$ cat src/design/window_weighted_square_count_macros.svh
// Assertion macros for the windowed weighted-square counter.
// Used by the top level; needs no other file.
`ifndef WINDOW_WEIGHTED_SQUARE_COUNT_MACROS_SVH
`define WINDOW_WEIGHTED_SQUARE_COUNT_MACROS_SVH

// Same-cycle implication, checked outside reset
`define WWS_ASSERT_IMPLY(name, clk, rst, ante, cons, msg) \
   name: assert property (@(posedge clk) disable iff (rst) (ante) |-> (cons)) \
      else $error(msg);

// Next-cycle implication, checked outside reset
`define WWS_ASSERT_NEXT(name, clk, rst, ante, cons, msg) \
   name: assert property (@(posedge clk) disable iff (rst) (ante) |=> (cons)) \
      else $error(msg);

`endif

$ cat src/design/wws_pkg.sv
// Shared constants, types and codes for the windowed weighted-square counter.
// No dependencies; used by wws_mac, the top level and the bench.
`timescale 1ns / 1ps

package wws_pkg;

   // Sizing
   localparam int ELEMENT_COUNT = 4096;
   localparam int VALUE_BITS    = 16;

   // Fixed field widths
   localparam int POS_BITS   = 12;
   localparam int DATA_BITS  = 16;
   localparam int POWER_BITS = 40;

   // Derived widths
   localparam int IDX_BITS    = $clog2(ELEMENT_COUNT);
   localparam int CNT_BITS    = $clog2(ELEMENT_COUNT + 1);
   localparam int FACTOR_BITS = CNT_BITS + 1;
   localparam int PROD_BITS   = FACTOR_BITS + VALUE_BITS;
   localparam int VALUE_SPAN  = 2 ** VALUE_BITS;

   typedef logic [POS_BITS-1:0]    pos_type;
   typedef logic [IDX_BITS-1:0]    idx_type;
   typedef logic [VALUE_BITS-1:0]  val_type;
   typedef logic [CNT_BITS-1:0]    cnt_type;
   typedef logic [FACTOR_BITS-1:0] factor_type;
   typedef logic [PROD_BITS-1:0]   prod_type;
   typedef logic [POWER_BITS-1:0]  power_type;

   // Command and status codes
   localparam logic CMD_LOAD   = 1'b0;
   localparam logic CMD_QUERY  = 1'b1;
   localparam logic STATUS_OK  = 1'b0;
   localparam logic STATUS_BAD = 1'b1;

   // Request to the shared multiply-accumulate unit
   typedef struct packed {
      logic       start;
      logic       sub;
      factor_type factor;
      val_type    value;
   } mac_req_type;

endpackage

$ cat src/design/wws_mac.sv
// Shared multiply-accumulate unit: product of (2c +/- 1) and a value, then
// added to or taken from the running power. Depends on wws_pkg.
`timescale 1ns / 1ps

module wws_mac (
   input  logic                 clock,
   input  logic                 reset,
   input  wws_pkg::mac_req_type mac_req,
   output wws_pkg::power_type   power,
   output logic                 busy
);

   wws_pkg::prod_type  prod_ff, prod_in;
   logic               sub_ff;
   logic               pend_ff;
   wws_pkg::power_type power_ff, power_in;

   // Stage one: multiply
   assign prod_in = wws_pkg::prod_type'(mac_req.factor) * wws_pkg::prod_type'(mac_req.value);

   // Stage two: accumulate, wrapping at the power width
   always_comb begin
      power_in = power_ff;
      if (pend_ff) begin
         if (sub_ff) begin
            power_in = power_ff - wws_pkg::power_type'(prod_ff);
         end else begin
            power_in = power_ff + wws_pkg::power_type'(prod_ff);
         end
      end
   end

   always_ff @(posedge clock) begin
      if (reset) begin
         pend_ff  <= 1'b0;
         power_ff <= '0;
      end else begin
         pend_ff  <= mac_req.start;
         power_ff <= power_in;
      end
      if (mac_req.start) begin
         prod_ff <= prod_in;
         sub_ff  <= mac_req.sub;
      end
   end

   assign power = power_ff;
   assign busy  = pend_ff;

endmodule

$ cat config.mk
export PLATFORM = sky130hd
export DESIGN_NAME = wws_mac
export DESIGN_NICKNAME = d
export VERILOG_FILES = /design/src/design/window_weighted_square_count_macros.svh /design/src/design/wws_pkg.sv /design/src/design/wws_mac.sv
export SDC_FILE = /design/constraint.sdc
export NUM_CORES = 1
export LEC_CHECK = 0
export BUFFER_PORTS_ARGS = -buffer_cell sky130_fd_sc_hd__buf_4
export CORE_MARGIN = 2
export CORE_UTILIZATION = 62
export CTS_BUF_LIST = sky130_fd_sc_hd__clkbuf_2 sky130_fd_sc_hd__clkbuf_4 sky130_fd_sc_hd__clkbuf_8
export DETAILED_ROUTE_END_ITERATION = 16
export GPL_TIMING_DRIVEN = 0
export PLACE_DENSITY_LB_ADDON = 0.08
export SLEW_MARGIN = 5
export SYNTH_ARGS = -nofsm -noshare
export SYNTH_HDL_FRONTEND = slang
export SYNTH_SLANG_ARGS = --single-unit
$ cat constraint.sdc
create_clock -name clock -period 10.7 [get_ports clock]
set_clock_uncertainty 0.05 [all_clocks]
set_input_delay 1.605 -clock clock [delete_from_list [all_inputs] [get_ports clock]]
set_output_delay 1.605 -clock clock [all_outputs]
set_load 0.03 [all_outputs]
==> metrics.md <==
| Metric | Value |
|---|---|
| Area delta synth->final | 8.75% |
| First-pass GRT wire length | 51200 µm |
| FFs w/ async S/R, synth | 0% |
| Ratio of cells with drive above 1 in the final layout | approximately 7.5% |
| Number of synthesized register bits | 72 |
| Antenna viol nets, final | 0 |
| Vias per cell | between 5 and 6 |
| RSZ-0062 raised after global routing | no |
| Fill cells | 1669 |
| Req. time, crit path | approximately 11000 ps |
| Post-route cell area | 13700 µm² |
| Combinational share of power | about four fifths |
| Status | finished clean |
| Row cnt | 52 |
| Nets | 1862 |
| Crit-path max FO | 10 |
| Port buffer count | 73 |
| Internal power | around 2.1 mW |
| Top-count cell post-synth | inv_1 |
| Met3 Usage GRT | under 10% |
| Max IR drop VDD | between 0.2 and 0.25 mV |
| Simple-gate share of the synthesized area | 17.9% |
| Compound-Gate Fraction of Synth Area | around 12% |
| Setup ws final | 2810 ps |
| Hold Path Depth | 2 |
| Antenna diode count | 0 |
| Met2 Use GR | 53.3% |
| Worst Hold Path EP | power[24] |
| Worst R2R Path Depth | 17 |
| Final Max Tran Viols | 0 |
| Post-synth top area cell | fa_1 |
| Seq/Total Area, Yosys | 13.9% |
| # IOs | 75 |
| Post-Syn Instances | 1444 |
| Fmax achieved | 127 MHz |
| Hold buffer count at CTS | 0 |
| Root buffer cell | clkbuf_8 |
| Period Utilization, post-route | approximately 74% |
| NetSw | 2.26 mW |
| Leakage | 6.71 nW |
| Vias after detailed routing | ~10000 |
| Post-CTS sizing | 0 |
| Placed cells | 1787 |
| Post-synthesis cell area | 12600 µm² |
| Type of element launching the critical path | primary input |
| Hpwl dp | 25800 µm |
| CTS tree | yes |
| Dpl cell area | 13500 µm² |
| P per Cell Area | 322 nW/µm² |
| Worst EP arrival | 7960 ps |
| Drt pass-1 iters | 5 |
| RR Startpoint | prod_ff[2] |
| PnR Total Power | 4.41 mW |
| Hold_sp | power[24] |
| Routability congestion estimate | a little over 0.9 |
| CTS Sinks | 72 |
| Synth top area share | a little over a quarter |
| Initial antenna violation count | 0 |
| Core Area | 20100 µm² |
| Flop pwr share | between 10% and 20% |
| Clk pwr share | 5.4% |
| Max-slew headroom | 38.6% |
| Met1 Usage GRT | a little under two fifths |
| Die Height | roughly 150 µm |
| Main synth FF type | dfxtp_1 |
| Longest Clk Path Bufs | 2 |
| Post-CTS Setup Bufs | 0 |
| H-tree levels | 3 |
| Setup_tns | 0 ps |
| Die boundary width | 147 µm |
| Syn_nets | 1778 |
| Placement Setup Slack | 2410 ps |
| Switching share of power | 51.4% |
| Number of buffers created by CTS | 9 |
| Gr ovfl total | 0 |
| Commonest cells post-synth | inv_1, fa_1, nand2_1, ha_1, and2_1 |
| Netlist cell types | 71 |
| Max cap viols | 0 |
| Clk_lat worst skew | 360 ps |
| Kind of critical path | primary input to flop |
| Syn. warnings | 0 |
| Largest family of logic cells by synthesized area | adder cells |
| Initial core utilization | around 63% |
| Flop-to-flop setup slack | 6110 ps |
| Largest net degree at the start of global routing | 33 |
| Hold Crit Class | flop to flop |
| Synth Area in Adders | 39.7% |
| Final Hold Viols | 0 |
| Initial DRC count | 445 |
| Routed WL | between 30000 and 40000 µm |
| Mux share of post-synthesis cell area | just over 2% |
| GRT Overall Usage | roughly 30% |
| Endpoints failing setup | 0 |
| DR WL/cell | 17.1 µm |
| CP Capture Type | flop |
| XOR/XNOR Fraction of Synth Area | 6.12% |
| Synth area leaders | fa_1, ha_1, edfxtp_1 |
| Worst Max-Slew Pin Slew | 920 ps |
| Die Area | approximately 21000 µm² |
| Syn_area_per_cell | 8.72 µm² |
| Layout Cells excl Fill | 1803 |
| Number of synthesized flops with an enable pin | 31 |
| R2R Path End | power[38] |
| Final Critical Period | 7890 ps |
| Worst-path clk slew | roughly 80 ps |
| Vias in the first global route | 10200 |
| GRT Max-Usage Layer | met2 |
| DRC Markers | 0 |
critical path, cell delays in order:
cell	delay (ps)
buf_4	110
clkbuf_1	530
nand2_1	170
fa_1	530
fa_1	550
inv_1	70
fa_1	500
fa_1	520
fa_1	550
inv_1	50
fa_1	520
inv_1	40
ha_1	350
a21o_1	210
a21o_1	170
a21oi_1	330
o2111ai_1	210
a211oi_1	540
o21ai_0	210
xnor2_1	160
how the worst max path moves through the flow:
| stage | startpoint | endpoint | slack (ps) | cells after the start |
|---|---|---|---|---|
| CTS | mac_req[9] | prod_ff[27] | 2790 | 20 |
| detailed placement | mac_req[9] | prod_ff[27] | 2410 | 20 |
| finish | mac_req[9] | prod_ff[27] | 2810 | 20 |
| global route | mac_req[9] | prod_ff[29] | 2430 | 21 |
| global placement | mac_req[9] | prod_ff[27] | 2480 | 20 |
| floorplan | mac_req[24] | prod_ff[27] | 3380 | 19 |
layout by cell type, fill, tap and decap left out, types with 6 or more instances in the layout:
master    instances
and2_1          109
nand2b_1         11
edfxtp_1         31
xor2_1           22
o21a_1            6
o21ai_0          32
o21ai_1          12
a211oi_1         10
a21o_1           35
mux2i_1          24
inv_1           203
buf_4            73
nand2_1         159
nand3_1          15
nor2b_1           7
ha_1            134
buf_1             6
clkbuf_1         52
a31o_2            6
a21oi_1          75
a31oi_1          17
and3_1           10
dfxtp_1          41
fa_1            166
nand4_1          12
xnor2_1          66
nor2_1           84
clkbuf_8          9
o21bai_1          9
nor3_1           13
cell type report:
type                            instances  area, µm²  area share [%]
Tap cell                              270        338            2.47
Sequential cell                        72       1750            12.8
Clock buffer                           10        131           0.959
Clock inverter                          6       85.1           0.621
Inverter                              204        766            5.59
Multi-Input combinational cell       1106       9840            71.8
Buffer                                 62        244            1.78
Timing Repair Buffer                   73        548            4.00
logic make-up after synthesis:
kind of cell / after synthesis
and+or+nand+nor: 451
adders and majority gates: 300
buffers and inverters: 266
AOI/OAI and AO/OA: 242
xor gates and xnor gates: 88
DFF: 72
muxes: 25
layer usage:
metal	wire length, µm	part of all wire (%)
met5	0	0
met2	15200	49
met4	1280	4.1
met3	1520	4.9
met1	12800	42
through the flow:
stage,hold WS (ps),utilization [%]
5_1_grt,474,68.1
3_5_place_dp,435,67.1
4_1_cts,445,68.1
6_report,443,68.1
3_3_place_gp,432,67.1
2_1_floorplan,532,-
power groups by stage:
stage	combinational, mW	sequential (mW)	clock (mW)
3_3_place_gp	3.46	0.627	0
5_1_grt	4.04	0.635	0.254
3_5_place_dp	3.51	0.629	0
4_1_cts	3.54	0.623	0.243
2_1_floorplan	2.69	0.676	0
6_report	3.54	0.624	0.239
sequential cells by signal, summed over array words and instances, names as in the netlist:
register,flops
power,40
sub_ff,1
busy,1
prod_ff,30
(Power assumes the default switching activity.)
