===== src/design/window_weighted_square_count_macros.svh =====
// Assertion macros for the windowed weighted-square counter.
// Used by the top level; needs no other file.
`ifndef WINDOW_WEIGHTED_SQUARE_COUNT_MACROS_SVH
`define WINDOW_WEIGHTED_SQUARE_COUNT_MACROS_SVH

// Same-cycle implication, checked outside reset
`define WWS_ASSERT_IMPLY(name, clk, rst, ante, cons, msg) \
   name: assert property (@(posedge clk) disable iff (rst) (ante) |-> (cons)) \
      else $error(msg);

// Next-cycle implication, checked outside reset
`define WWS_ASSERT_NEXT(name, clk, rst, ante, cons, msg) \
   name: assert property (@(posedge clk) disable iff (rst) (ante) |=> (cons)) \
      else $error(msg);

`endif


===== src/design/wws_ram.sv =====
// Generic single-port-write, single-port-read RAM with registered read data.
// No dependencies.
`timescale 1ns / 1ps

module wws_ram #(
   parameter int WIDTH = 8,
   parameter int DEPTH = 16
) (
   input  logic                     clock,
   input  logic                     wr_en,
   input  logic [$clog2(DEPTH)-1:0] wr_addr,
   input  logic [WIDTH-1:0]         wr_data,
   input  logic                     rd_en,
   input  logic [$clog2(DEPTH)-1:0] rd_addr,
   output logic [WIDTH-1:0]         rd_data
);

   logic [WIDTH-1:0] mem_ff [DEPTH];
   logic [WIDTH-1:0] rd_data_ff;

   always_ff @(posedge clock) begin
      if (wr_en) begin
         mem_ff[wr_addr] <= wr_data;
      end
      if (rd_en) begin
         rd_data_ff <= mem_ff[rd_addr];
      end
   end

   assign rd_data = rd_data_ff;

endmodule


===== config.mk =====
export PLATFORM = sky130hd
export DESIGN_NAME = wws_ram
export DESIGN_NICKNAME = d
export VERILOG_FILES = /design/src/design/window_weighted_square_count_macros.svh /design/src/design/wws_ram.sv
export SDC_FILE = /design/constraint.sdc
export NUM_CORES = 1
export LEC_CHECK = 0
export BUFFER_PORTS_ARGS = -buffer_cell sky130_fd_sc_hd__buf_2
export CAP_MARGIN = 20
export CORE_UTILIZATION = 60
export DETAILED_ROUTE_END_ITERATION = 6
export PLACE_DENSITY = 0.84
export SYNTH_ARGS = -nofsm -noshare
export SYNTH_HDL_FRONTEND = slang
export SYNTH_SLANG_ARGS = --single-unit
export TNS_END_PERCENT = 20

===== constraint.sdc =====
create_clock -name clock -period 2.1 [get_ports clock]
set_input_delay 0.105 -clock clock [delete_from_list [all_inputs] [get_ports clock]]
set_output_delay 0.105 -clock clock [all_outputs]
set_load 0.005 [all_outputs]

==> results.py, run 1 <==
metrics = {
    "drt": {
        "wl_per_cell_um": 24.3,
        "num_vias": 2551,
        "routed_via_density": 6.27,
        "wl_mm": 9.90,
        "drtIter0Drc": 215,
        "firstDrtPassIters": 5,
        "antenna_left": 0,
        "post-route-drc-count": 0,
    },
    "sta": {
        "skew_ns": 0.00853,
        "fin_crit_ns": 1.63,
        "worstMarginPinSlew_ns": 0.775,
        "setup_violations": 0,
        "slew_headroom_pct": 48.1,
        "drv_slew": 0,
        "fmax_mhz": 614,
        "fin_tns_setup_ns": 0,
        "rsz0062_at_grt": "no",
        "final.setup.worst_slack_ns": 0.472,
        "hold_viol": 0,
        "fin_crit_sh_pct": 77.5,
    },
    "synthesis": {
        "synthMuxAreaShare_pct": 14.8,
        "synthArstFlopShare_pct": 0,
        "synth_cells": 229,
        "yosysTopAreaCellShare_pct": 78.1,
        "synth-simple-area-share_pct": 3.14,
        "ys_ff_latch": 136,
        "synth_seq_area_share_pct": 78.1,
        "yosys.area.top_type": "edfxtp_1",
        "synth_top_family_by_area": "multiplexers",
        "synth_warnings": 0,
        "syn_avg_cell_area_um2": 22.8,
        "yosys.cell_types.count": 18,
        "synthesis.area_um2": 5230,
        "synthTopCellsByArea": "edfxtp_1 78%, mux4_2 7.8%, mux4_1 7.0%",
        "yosys.cell_count.top_type": "edfxtp_1",
        "ys.flop_type": "edfxtp_1",
        "synth_xor_area_share_pct": 0,
        "synth_top_cells_by_count": "136 x edfxtp_1, 18 x mux4_2, 16 x a22oi_1, 14 x mux4_1, 13 x nor2_1",
        "synth_compound_area_share_pct": 2.30,
        "synth_fp_nets": 248,
        "post_synth_fa_ha_maj_area_fraction_pct": 0,
        "synth_edf_count": 136,
    },
    "setup_path": {
        "crit_cells": 3,
        "critPathMaxStageDelay_ns": 0.50,
        "worstSetupStartpoint": "mem_ff[10][4]",
        "critPathBufInv": 0,
        "cp.arrival_ns": 1.85,
        "crit_path_start_kind": "flop",
        "r2r_start": "mem_ff[10][4]",
        "required_ns": 2.32,
        "critPathKind": "reg2reg",
        "crit_path_end_kind": "flop",
        "cp_cell_sequence": "mux4_1 -> a22oi_1 -> nand2_1",
        "critPathSlowestCell": "mux4_1",
        "worst_path_dominant_cell_family": "multiplexers",
        "critPathMaxFanout": 1,
        "rr_worst_depth": 3,
    },
    "hold_path": {
        "hp-start": "wr_addr[0]",
        "holdPathStages": 3,
        "hold_path_class": "in2reg",
    },
    "cells_and_area": {
        "area_growth_pct": 18.2,
        "final_cell_area_um2": 6180,
        "drive_above_1_share_pct": 28.8,
        "fin_nets": 309,
        "n_antenna_cell": 0,
        "utilization_pct": 74.1,
    },
    "placed_design": {
        "hpwl_mm": 5.83,
        "io_buffer_count": 26,
        "gp_congestion": 0.781,
        "dp_slack_ns": 0.317,
        "placed_area_um2": 5560,
    },
    "power": {
        "ir_drop_uv": 716,
        "power_leakage_uw": 0.00210,
        "powerDensity_nw_per_um2": 976,
    },
    "cts": {
        "h-tree-depth": 4,
        "post_cts_buffers": 0,
        "cts_root_buffer": "clkbuf_8",
        "cts.sinks": 136,
        "clk_latency_ns": 0.51,
        "cts_tree": "done",
        "cts_buffers": 17,
        "cts_hold_buffers": 9,
        "clk_pin_slew_ns": 0.06,
        "clockBufferDepth": 2,
        "cts_resized": 0,
    },
    "floorplanning": {
        "dieHeight_um": 95.3,
        "rows": 33,
        "io_pins": 27,
        "core_area_um2": 8340,
        "fp.dieArea_um2": 9090,
        "start_util_pct": 62.7,
        "die_w_um": 95.3,
    },
    "outcome": {
        "status": "finished clean",
    },
    "global_route": {
        "antenna_found_initial": 0,
        "grt.overflow.total": 0,
        "grt_max_degree": 33,
        "grt_pass1_vias": 2575,
        "grt_first_pass_wirelength_mm": 14.9,
        "grtUsageTotal_pct": 24.9,
    },
    "run": {
        "maxCapViolations": 0,
    },
}
## state kept, by name, summed over array words and instances, names as in the netlist
signal	cells
mem_ff	128
rd_data	8
## routing by layer
metal | vias up | routed length (µm) | global-route usage (%)
met5 | - | 0 | 0
li1 | 1104 | - | -
met4 | 0 | 177 | 11.6
met3 | 15 | 778 | 5.50
met2 | 121 | 5010 | 38.3
met1 | 1311 | 3930 | 34.7
## stage by stage
stage / power, µW / hold WS [ns] / instances
after floorplan: 3280 / 0.204 / 229
after global placement: 3390 / 0.468 / 367
after detailed placement: 3410 / 0.470 / 367
after CTS: 6060 / 0.123 / 407
after global routing: 6190 / 0.169 / 407
final: 6030 / 0.143 / 407
## logic make-up after synthesis
kind of cell | Yosys count
AO/OA/AOI/OAI | 16
multiplexers | 32
AND/OR/NAND/NOR | 35
flip-flops | 136
buffers and inverters | 10
## cells in the final DEF (no fill, tap or decap), types with 2 or more instances in the layout
master and instances:
edfxtp_1 136, buf_2 26, mux4_2 18, a22oi_1 16
clkbuf_16 16, buf_4 15, mux4_1 14, nor2_1 13
nand2_1 9, dlygate4sd3_1 9, nor3_1 4, clkinv_1 4
clkinv_2 4, nand3b_1 2, nand2b_1 2, clkbuf_1 2
bufinv_16 2, clkinvlp_4 2, buf_12 2
## worst reg2reg max path: stages, from the launching register on
cell and delay [ns]:
edfxtp_1 0.36, mux4_1 0.50, a22oi_1 0.31, nand2_1 0.17
## power by group
part | switching, µW | internal, µW | total [µW]
sequential | 15.6 | 3060 | 3080
combinational | 162 | 129 | 290
clock | 1010 | 1650 | 2660
total | 1190 | 4840 | 6030
## final timing paths
| check | endpoint | slack (ns) |
|---|---|---|
| min | mem_ff[4][4] | 0.14 |
| max reg2reg | rd_data[4] | 0.47 |
| max | rd_data[4] | 0.47 |
| min reg2reg | rd_data[5] | 0.76 |
## layout make-up
class                           instances  area (µm²)
Clock buffer                           19         422
Tap cell                              105         131
Multi-Input combinational cell         83        1060
Timing Repair Buffer                   52         373
Clock inverter                         12         110
Sequential cell                       136        4080
Fill cell                             465        2160
Power figures use the tool's default switching activity.
==> inputs of run 2 (changes only) <==
--- a/config.mk
+++ b/config.mk
@@ -7,9 +7,9 @@
 export LEC_CHECK = 0
 export BUFFER_PORTS_ARGS = -buffer_cell sky130_fd_sc_hd__buf_2
 export CAP_MARGIN = 20
-export CORE_UTILIZATION = 60
+export CORE_UTILIZATION = 54
 export DETAILED_ROUTE_END_ITERATION = 6
-export PLACE_DENSITY = 0.84
+export PLACE_DENSITY = 0.8
 export SYNTH_ARGS = -nofsm -noshare
 export SYNTH_HDL_FRONTEND = slang
 export SYNTH_SLANG_ARGS = --single-unit
==> constraint.sdc (replaced) <==
create_clock -name clock -period 1.4 [get_ports clock]
set_input_delay 0.07 -clock clock [delete_from_list [all_inputs] [get_ports clock]]
set_output_delay 0.07 -clock clock [all_outputs]
set_load 0.005 [all_outputs]
==> run 2 against run 1 <==
- the flow now finishes with violations (negative setup slack)
- critical endpoint is now rd_data[7]
- cell count increased by 7.9%
- combinational power increased by 68%
- sequential cell count unchanged
==> results.py, run 2 (synthesized netlist as in run 1, its figures left out) <==
metrics = {
    "power": {
        "ir_drop_uv": 846,
        "power_leakage_uw": 0.00213,
        "powerDensity_nw_per_um2": 1480,
    },
    "outcome": {
        "status": "finished with violations",
        "violations": "negative setup slack",
    },
    "placed_design": {
        "io_buffer_count": 26,
        "gp_congestion": 0.767,
        "place_inst": 398,
        "hpwl_mm": 6.16,
    },
    "sta": {
        "skew_ns": 0.0155,
        "drv_slew": 0,
        "fin_crit_sh_pct": 104,
        "hold_viol": 0,
        "setup_violations": 4,
        "worstMarginPinSlew_ns": 0.804,
        "rsz0062_at_grt": "yes",
        "final.setup.worst_slack_ns": -0.0575,
        "fmax_mhz": 686,
        "slew_headroom_pct": 46.2,
        "fin_tns_setup_ns": -0.0705,
        "fin_crit_ns": 1.46,
    },
    "cells_and_area": {
        "largest_reg_flops": 128,
        "area_growth_pct": 21.6,
        "fin_nets": 316,
        "fin_cells": 439,
        "largest-register": "mem_ff",
        "layout_common_cells": "136 x edfxtp_1, 27 x mux4_2, 26 x buf_2",
        "num-fill-cells": 580,
        "n_antenna_cell": 0,
        "drive_above_1_share_pct": 38.4,
        "final_common_cell": "edfxtp_1",
    },
    "floorplanning": {
        "core_area_um2": 9330,
        "fp.dieArea_um2": 10100,
        "dieHeight_um": 100,
        "rows": 35,
        "io_pins": 27,
        "die_w_um": 100,
        "start_util_pct": 56.0,
    },
    "global_route": {
        "grt_max_degree": 18,
        "grt_first_pass_wirelength_mm": 15.6,
        "grtUsageTotal_pct": 23.1,
        "antenna_found_initial": 0,
        "grt.overflow.total": 0,
        "grt_pass1_vias": 2602,
    },
    "setup_path": {
        "cp_cell_sequence": "mux4_2 -> a22oi_2 -> nand2_1",
        "worst_path_dominant_cell_family": "multiplexers",
        "cp.arrival_ns": 1.71,
        "crit_path_end_kind": "flop",
        "crit_path_start_kind": "flop",
        "r2r_end": "rd_data[7]",
        "rr_worst_depth": 3,
        "r2r_start": "mem_ff[10][7]",
        "critPathBufInv": 0,
        "critPathKind": "reg2reg",
        "required_ns": 1.66,
        "critPathMaxStageDelay_ns": 0.49,
        "r2r_slack_ns": -0.06,
        "critPathSlowestCell": "mux4_2",
        "critPathMaxFanout": 1,
    },
    "drt": {
        "antenna_left": 0,
        "drtIter0Drc": 172,
        "routed_via_density": 5.83,
        "wl_mm": 10.5,
        "firstDrtPassIters": 4,
        "route.met3.wl_um": 638,
        "wl_per_cell_um": 23.9,
        "post-route-drc-count": 0,
        "met1_length_mm": 4.47,
        "top_layer_used": "met4",
        "num_vias": 2558,
        "wl_met2_mm": 5.08,
    },
    "hold_path": {
        "hold_path_class": "in2reg",
        "holdPathStages": 3,
        "hp-start": "wr_addr[0]",
        "holdPathEnd": "mem_ff[0][0]",
    },
    "cts": {
        "clk_pin_slew_ns": 0.06,
        "cts_buffers": 17,
        "h-tree-depth": 4,
        "clockBufferDepth": 2,
        "cts_tree": "done",
        "cts_root_buffer": "clkbuf_8",
        "clk_latency_ns": 0.52,
        "cts.sinks": 136,
    },
    "run": {
        "maxCapViolations": 0,
    },
}
run 2: changes by cell type in the layout (fill, tap and decap cells not counted), moves of 2 or more:
cell	previous run	this run
mux4_2	18	27
clkinv_1	4	1
buf_4	15	20
a22oi_1	16	5
mux4_1	14	5
a22oi_2	0	11
buf_12	2	4
run 2: worst max-delay path by stage:
stage / startpoint / to / slack, ns / cells past startpoint
6_report: mem_ff[10][7] / rd_data[7] / -0.06 / 3
5_1_grt: mem_ff[11][5] / rd_data[5] / -0.06 / 3
3_3_place_gp: rd_addr[0] / rd_data[2] / -0.22 / 5
3_5_place_dp: rd_addr[0] / rd_data[2] / -0.23 / 5
2_1_floorplan: rd_addr[0] / rd_data[1] / 0.05 / 5
4_1_cts: mem_ff[9][6] / rd_data[6] / -0.03 / 3
run 2: cell type report:
cell class                      instances  area [µm²]  area share, %
Tap cell                              129         161           2.54
Clock buffer                           19         422           6.64
Timing Repair Buffer                   59         450           7.09
Multi-Input combinational cell         83        1080           17.1
Sequential cell                       136        4080           64.3
Clock inverter                         13         154           2.42
run 2: per-stage QoR:
| stage | hold WS [ns] | util [%] | setup slack (ns) | instance area (µm²) | total power [µW] |
|---|---|---|---|---|---|
| 2_1_floorplan | 0.169 | - | 0.0476 | 5230 | 4920 |
| 3_3_place_gp | 0.452 | 60.8 | -0.217 | 5670 | 5120 |
| 3_5_place_dp | 0.450 | 60.8 | -0.234 | 5670 | 5140 |
| 4_1_cts | 0.0970 | 68.1 | -0.0258 | 6350 | 9440 |
| 5_1_grt | 0.117 | 68.1 | -0.0590 | 6350 | 9650 |
| 6_report | 0.116 | 68.1 | -0.0575 | 6350 | 9410 |
run 2: report_power, final:
group | internal [µW] | switching (µW)
clock network | 2700 | 1610
logic | 225 | 262
registers | 4590 | 27.8
total | 7510 | 1900
run 2: worst reg2reg max path, stage by stage (launching register included):
cell and delay, ns:
edfxtp_1 0.38, mux4_2 0.49, a22oi_2 0.25, nand2_1 0.08
run 2: repair_timing:
item	in CTS	in global routing
endpoints found under the setup margin	8	8
gates resized for setup	17	3
setup buffers	0	0
endpoints found under the hold margin	136	0
hold buffers	9	0
pin swaps	8	0
run 2: per-layer routing:
metal  up-vias  track usage [%]
li1       1106                -
met1      1312             32.0
met5         -                0
met2       117             35.0
met3        23             5.29
met4         0             11.6
